==> src/sv/address_failure_blacklist_table_core_assert.svh <==
// ----------------------------------------------------------------------------
// Assertion macros for the failure blacklist table
// Clocked on clk, disabled while rst_n is low.
// ----------------------------------------------------------------------------
`ifndef ADDRESS_FAILURE_BLACKLIST_TABLE_CORE_ASSERT_SVH
`define ADDRESS_FAILURE_BLACKLIST_TABLE_CORE_ASSERT_SVH

// Same-cycle implication
`define AFBT_ASSERT_NOW(label, ante, cons) \
  label: assert property (@(posedge clk) disable iff (!rst_n) (ante) |-> (cons)) \
    else $error("afbt assertion failed");

// Next-cycle implication
`define AFBT_ASSERT_NEXT(label, ante, cons) \
  label: assert property (@(posedge clk) disable iff (!rst_n) (ante) |=> (cons)) \
    else $error("afbt assertion failed");

`endif

==> src/sv/afbt_pkg.sv <==
// ----------------------------------------------------------------------------
// afbt_pkg
// Types and constants shared by the failure blacklist table modules.
// ----------------------------------------------------------------------------
package afbt_pkg;

  localparam int TABLE_ENTRIES = 64;
  localparam int IDX_W         = $clog2(TABLE_ENTRIES);
  localparam int CNT_W         = IDX_W + 1;
  localparam int CFG_IDX_W     = 1;
  localparam int CFG_DATA_W    = 16;

  // Item kinds
  localparam logic KIND_CHECK = 1'b0;
  localparam logic KIND_FAIL  = 1'b1;

  localparam logic [15:0] HITS_MAX = 16'hFFFF;

  typedef enum logic [CFG_IDX_W-1:0] {
    CFG_FAIL_THRESHOLD = 1'b0,
    CFG_BLOCK_TIMEOUT  = 1'b1
  } cfg_idx_t;

  typedef struct packed {
    logic        kind;
    logic [63:0] addr_high;
    logic [63:0] addr_low;
    logic [31:0] now_seconds;
  } in_item_t;

  typedef struct packed {
    logic blocked;
    logic table_full;
  } out_item_t;

  // One table entry as stored in the entry memory
  typedef struct packed {
    logic [63:0] addr_high;
    logic [63:0] addr_low;
    logic [15:0] hits;
    logic        listed;
    logic [31:0] stamp;
  } entry_t;

  localparam int ENTRY_W = $bits(entry_t);

  // Controller to datapath
  typedef struct packed {
    logic load;    // capture input item, restart scan
    logic scan;    // sweep the entry memory
    logic update;  // apply the item, produce the result
  } dp_cmd_t;

  // Datapath to controller
  typedef struct packed {
    logic scan_done;
  } dp_sts_t;

endpackage

==> src/sv/afbt_ctrl.sv <==
// ----------------------------------------------------------------------------
// afbt_ctrl
// Sequencer: accept an item, sweep the table, apply the item once the
// output register is free.
// ----------------------------------------------------------------------------
module afbt_ctrl import afbt_pkg::*; (
  input  logic    clk,
  input  logic    rst_n,
  input  logic    in_valid,
  output logic    in_ready,
  output logic    out_valid,
  input  logic    out_ready,
  output dp_cmd_t cmd,
  input  dp_sts_t sts
);

  typedef enum logic [2:0] {
    S_IDLE = 3'b001,
    S_SCAN = 3'b010,
    S_UPD  = 3'b100
  } state_t;

  state_t state_r, state_nxt;
  logic   out_valid_r, out_valid_nxt;
  logic   out_free;

  assign out_free  = !out_valid_r || out_ready;
  assign in_ready  = (state_r == S_IDLE);
  assign out_valid = out_valid_r;

  // Next state and commands
  always_comb begin
    state_nxt     = state_r;
    out_valid_nxt = out_valid_r && !out_ready;
    cmd           = '0;
    case (state_r)
      S_IDLE: begin
        if (in_valid) begin
          cmd.load  = 1'b1;
          state_nxt = S_SCAN;
        end
      end
      S_SCAN: begin
        cmd.scan = 1'b1;
        if (sts.scan_done) begin
          state_nxt = S_UPD;
        end
      end
      S_UPD: begin
        if (out_free) begin
          cmd.update    = 1'b1;
          out_valid_nxt = 1'b1;
          state_nxt     = S_IDLE;
        end
      end
      default: begin
        state_nxt = S_IDLE;
      end
    endcase
  end

  always_ff @(posedge clk) begin
    if (!rst_n) begin
      state_r     <= S_IDLE;
      out_valid_r <= 1'b0;
    end else begin
      state_r     <= state_nxt;
      out_valid_r <= out_valid_nxt;
    end
  end

endmodule

==> config.mk <==
export PLATFORM = sky130hd
export DESIGN_NAME = afbt_ctrl
export DESIGN_NICKNAME = d
export VERILOG_FILES = /design/src/sv/address_failure_blacklist_table_core_assert.svh /design/src/sv/afbt_pkg.sv /design/src/sv/afbt_ctrl.sv
export SDC_FILE = /design/constraint.sdc
export NUM_CORES = 1
export LEC_CHECK = 0
export ABC_CLOCK_PERIOD_IN_PS = 2500
export BUFFER_PORTS_ARGS = -buffer_cell sky130_fd_sc_hd__buf_4
export CORE_AREA = 5 5 42 44
export CTS_CLUSTER_DIAMETER = 60
export DETAILED_ROUTE_END_ITERATION = 10
export DIE_AREA = 0 0 47 49
export GPL_ROUTABILITY_DRIVEN = 0
export GPL_TIMING_DRIVEN = 0
export HOLD_SLACK_MARGIN = 0.12
export PLACE_DENSITY_LB_ADDON = 0.08
export SYNTH_ARGS = -nofsm -noshare
export SYNTH_HDL_FRONTEND = slang
export SYNTH_SLANG_ARGS = --single-unit
==> constraint.sdc <==
create_clock -name clk -period 2.5 [get_ports clk]
set_clock_uncertainty 0.05 [all_clocks]
set_input_delay 0.5 -clock clk [delete_from_list [all_inputs] [get_ports clk]]
set_output_delay 0.5 -clock clk [all_outputs]
set_load 0.01 [all_outputs]
**Yosys cells after proc, flatten, opt, wreduce, memory -nomap -nowiden**

Index checks and enable logic that the tools add are counted.

- Flip-flop bits (word level): 4
- Output and inout port bits: 5
- Logic and storage cells: 24

- Equality and inequality tests: 6
- Multiplexer cells: 11
- Reductions and logical operators: 5

Operators with widths:

| kind | count |
|---|---|
| $mux W3 | 3 |
| $pmux W3 S3 | 1 |
| $mux W1 | 7 |
| $ne A2 B2 Y1 const B | 3 |
| $eq A3 B1 Y1 const B | 1 |
| $eq A3 B2 Y1 const B | 1 |
| $eq A3 B3 Y1 const B | 1 |
| $reduce_and A3 Y1 | 1 |
| $logic_not A1 Y1 | 2 |
| $logic_and A1 B1 Y1 | 1 |
| $logic_or A1 B1 Y1 | 1 |

**Longest topological paths before layout**

- Depth in word-level cells: 4
- Depth in mapped cells: 3

**Worst setup path before layout**

Ideal clock, no wire load.

- Path kind: register to output
- Start: reg state_r[2]
- End: out cmd[0] (netlist name)
- Arrival: 0.971 ns
- Required time: 1.950 ns
- Setup slack: 0.979 ns
- Stages on the path, launching flop included: 3
- Path buffers: 0
- Cell sequence: dfxtp_1 > or3b_4 > nor2b_1

RTL lines:

| item | RTL line | source |
|---|---|---|
| from (decl) | afbt_ctrl.sv:23 | `state_t state_r, state_nxt;` |
| from (signal assigned) | afbt_ctrl.sv:67 | `state_r <= state_nxt;` |
| to (decl) | afbt_ctrl.sv:13 | `output dp_cmd_t cmd,` |

==> impl_metrics.py <==
metrics = {
    "pwr": {
        "power.share.switching_pct": 22.6,
        "p_sw_uw": 39.5,
        "internal_power_uw": 135,
        "max-vdd-ir-drop_v": 0.000121,
        "p_per_area_mw_per_mm2": 553,
        "p_leak_nw": 0.140,
        "pwr-share-comb_pct": 13.7,
        "clock_power_share_pct": 46.2,
        "power_frac_seq_pct": 40.1,
    },
    "min_path": {
        "worst_hold_path_type": "input pin to flop",
    },
    "synth": {
        "syn_area_per_cell_um2": 9.38,
        "ys_warn_count": 0,
        "syn-cell-area_um2": 206,
        "synth.distinct_cells": 16,
        "postSynthCellCount": 22,
        "syn_nets": 27,
        "synth_seq_cells": 4,
        "yosysSeqAreaShare_pct": 38.8,
    },
    "clock_network": {
        "clk_root_buffer_cell": "sky130_fd_sc_hd__clkbuf_4",
        "h-tree-depth": 1,
        "clk-insertion-delay-late_ns": 0.24,
        "clkSlewWorstSetupHoldPaths_ns": 0.04,
        "tritoncts": "done",
        "cts_post_setup_buffers_inserted": 0,
        "cts_num_sinks": 4,
        "ctsLongestPathBuffers": 2,
        "cts_made_buffers": 3,
        "post_cts.resized_instances": 0,
        "holdBufCountCts": 0,
    },
    "layout": {
        "post_route_cells_drive_above_1_share_pct": 47.1,
        "area_delta_synth_final_pct": 53.3,
        "antennaDiodeCount": 0,
        "layout.core_utilization_pct": 22.6,
        "final_net_count": 41,
    },
    "critical_path": {
        "criticalPathCategory": "flop to output port",
        "cp_data_arrival_time_ns": 1.30,
        "endpoint_kind": "output port",
        "critical_path_peak_fanout": 6,
        "critPathLaunchType": "flop",
        "timing.critical_path.required_ns": 1.95,
    },
    "timing": {
        "final_hold_viol_count": 0,
        "final.period_utilization_pct": 74.2,
        "final_max_slew_viol_count": 0,
        "setup_tns_ns": 0,
        "grt_setup_unrepaired": "false",
        "timing.slew.headroom_pct": 84.4,
        "finalSetupViolations": 0,
        "holdWs_ns": 0.421,
        "max_clock_freq_ghz": 0.539,
        "worst_slew_pin_slew_ns": 0.233,
        "minimum_clock_period_ns": 1.85,
    },
    "run_status": {
        "status": "complete, no violations",
    },
    "drt": {
        "dr.pass1.iters": 1,
        "route.vias.total": 206,
        "routed_wirelength_um": 560,
        "routed_via_density": 4.12,
        "route.detailed.wl_per_inst_um": 11.2,
        "drtIter0Drc": 0,
        "route.antenna.remaining_nets": 0,
        "detail_route.drc_violations": 0,
    },
    "floorplanning": {
        "dieWidth_um": 47,
        "chipHeight_um": 49,
        "die-area_mm2": 0.00230,
        "core_area_mm2": 0.00140,
        "cell_rows": 14,
        "start_util_pct": 14.7,
        "top_level_ports": 10,
    },
    "job": {
        "drv.max_cap_violation_count": 0,
    },
    "placed_design": {
        "port_buffers": 9,
        "hpwl_um": 430,
    },
    "global_route": {
        "first_global_vias": 199,
        "maximum_number_of_pins_on_one_net_before_global_route_repair": 7,
        "antenna_found_initial": 0,
        "grt_util_all_layers_pct": 6.19,
        "globalRouteOverflowTotal": 0,
        "wire_length_of_the_first_global_routing_pass_um": 924,
    },
}
[registers in the layout (all words and copies together) (netlist names)]
register / flops
state_r: 3
out_valid: 1
[path summary, 6_finish.rpt]
check	start	to	slack [ns]	depth (start not counted)
worst min register to register	out_valid$_SDFF_PN0_	out_valid$_SDFF_PN0_	0.51	2
worst max register to register	state_r[2]$_SDFFE_PN0P_	state_r[0]$_SDFFE_PN1P_	1.35	3
worst max-delay path	state_r[2]$_SDFFE_PN0P_	cmd[0]	0.65	3
worst min-delay path	rst_n	state_r[0]$_SDFFE_PN1P_	0.42	2
[critical path: stages (launching register included)]
cell	delay (ns)
sky130_fd_sc_hd__dfxtp_1	0.40
sky130_fd_sc_hd__or3b_4	0.43
sky130_fd_sc_hd__nor2b_1	0.11
sky130_fd_sc_hd__buf_4	0.12
[synthesized netlist by cell type, drive strengths merged]
cell / number / area (µm²)
nor3b: 1 / 7.51
o31ai: 1 / 7.51
o22ai: 1 / 6.26
nand3b: 1 / 7.51
nand2b: 3 / 18.8
dfxtp: 4 / 80.1
and3b: 2 / 17.5
buf: 1 / 7.51
and2: 1 / 6.26
nor2: 2 / 10.0
nor2b: 1 / 6.26
nand2: 1 / 3.75
o21ai: 1 / 5.00
or3b: 1 / 11.3
a21boi: 1 / 11.3
[logic make-up (layout without fill, tap and decap cells)]
group | Yosys count | after routing | share of synthesized area [%]
and+or+nand+nor | 13 | 13 | 43.0
AOI/OAI and AO/OA | 4 | 4 | 14.5
DFF | 4 | 4 | 38.8
buffers and inverters | 1 | 13 | 3.64
[cell type report]
class / instances / area (µm²)
fillers: 173 / 1080
multi-input cells: 17 / 119
flip-flops and latches: 4 / 80.1
repair buffers: 9 / 67.6
clock buffers: 3 / 22.5
well taps: 16 / 20.0
plain buffers: 1 / 7.51
[placed cells by master (no fill, tap or decap)]
| cell type | synthesis | layout |
|---|---|---|
| sky130_fd_sc_hd__a21boi_2 | 1 | 1 |
| sky130_fd_sc_hd__nor2_2 | 1 | 1 |
| sky130_fd_sc_hd__nor3b_1 | 1 | 1 |
| sky130_fd_sc_hd__nand2_1 | 1 | 1 |
| sky130_fd_sc_hd__o22ai_1 | 1 | 1 |
| sky130_fd_sc_hd__nand3b_1 | 1 | 1 |
| sky130_fd_sc_hd__and3b_1 | 2 | 2 |
| sky130_fd_sc_hd__nand2b_1 | 3 | 3 |
| sky130_fd_sc_hd__buf_4 | 1 | 10 |
| sky130_fd_sc_hd__nor2b_1 | 1 | 1 |
| sky130_fd_sc_hd__clkbuf_4 | 0 | 3 |
| sky130_fd_sc_hd__or3b_4 | 1 | 1 |
| sky130_fd_sc_hd__dfxtp_1 | 4 | 4 |
| sky130_fd_sc_hd__o21ai_0 | 1 | 1 |
| sky130_fd_sc_hd__o31ai_1 | 1 | 1 |
| sky130_fd_sc_hd__and2_1 | 1 | 1 |
| sky130_fd_sc_hd__nor2_1 | 1 | 1 |
[metrics by stage]
| step | std cells | power, mW | area (µm²) | setup WS, ns |
|---|---|---|---|---|
| final | 50 | 0.175 | 317 | 0.646 |
| after global routing | 50 | 0.190 | 317 | 0.585 |
| after CTS | 50 | 0.181 | 317 | 0.633 |
| after detailed placement | 47 | 0.0954 | 294 | 0.852 |
| after global placement | 47 | 0.0953 | 294 | 0.835 |
| after floorplan | 22 | 0.0812 | 206 | 0.979 |
[power groups by stage]
stage | registers [mW] | clock network [mW] | logic, mW
after CTS | 0.0701 | 0.0859 | 0.0245
final | 0.0701 | 0.0808 | 0.0240
after global placement | 0.0712 | 0 | 0.0241
after global routing | 0.0707 | 0.0931 | 0.0263
after floorplan | 0.0699 | 0 | 0.0113
after detailed placement | 0.0711 | 0 | 0.0244
[routing by layer]
layer | GRT usage (%) | share of wire, % | vias up
met5 | 0 | 0 | -
met4 | 8.29 | 5.4 | 0
met3 | 4.43 | 15 | 4
met2 | 6.79 | 43 | 12
met1 | 6.13 | 37 | 88
li1 | - | - | 102
Note: power is estimated with default switching activity, not from simulation.
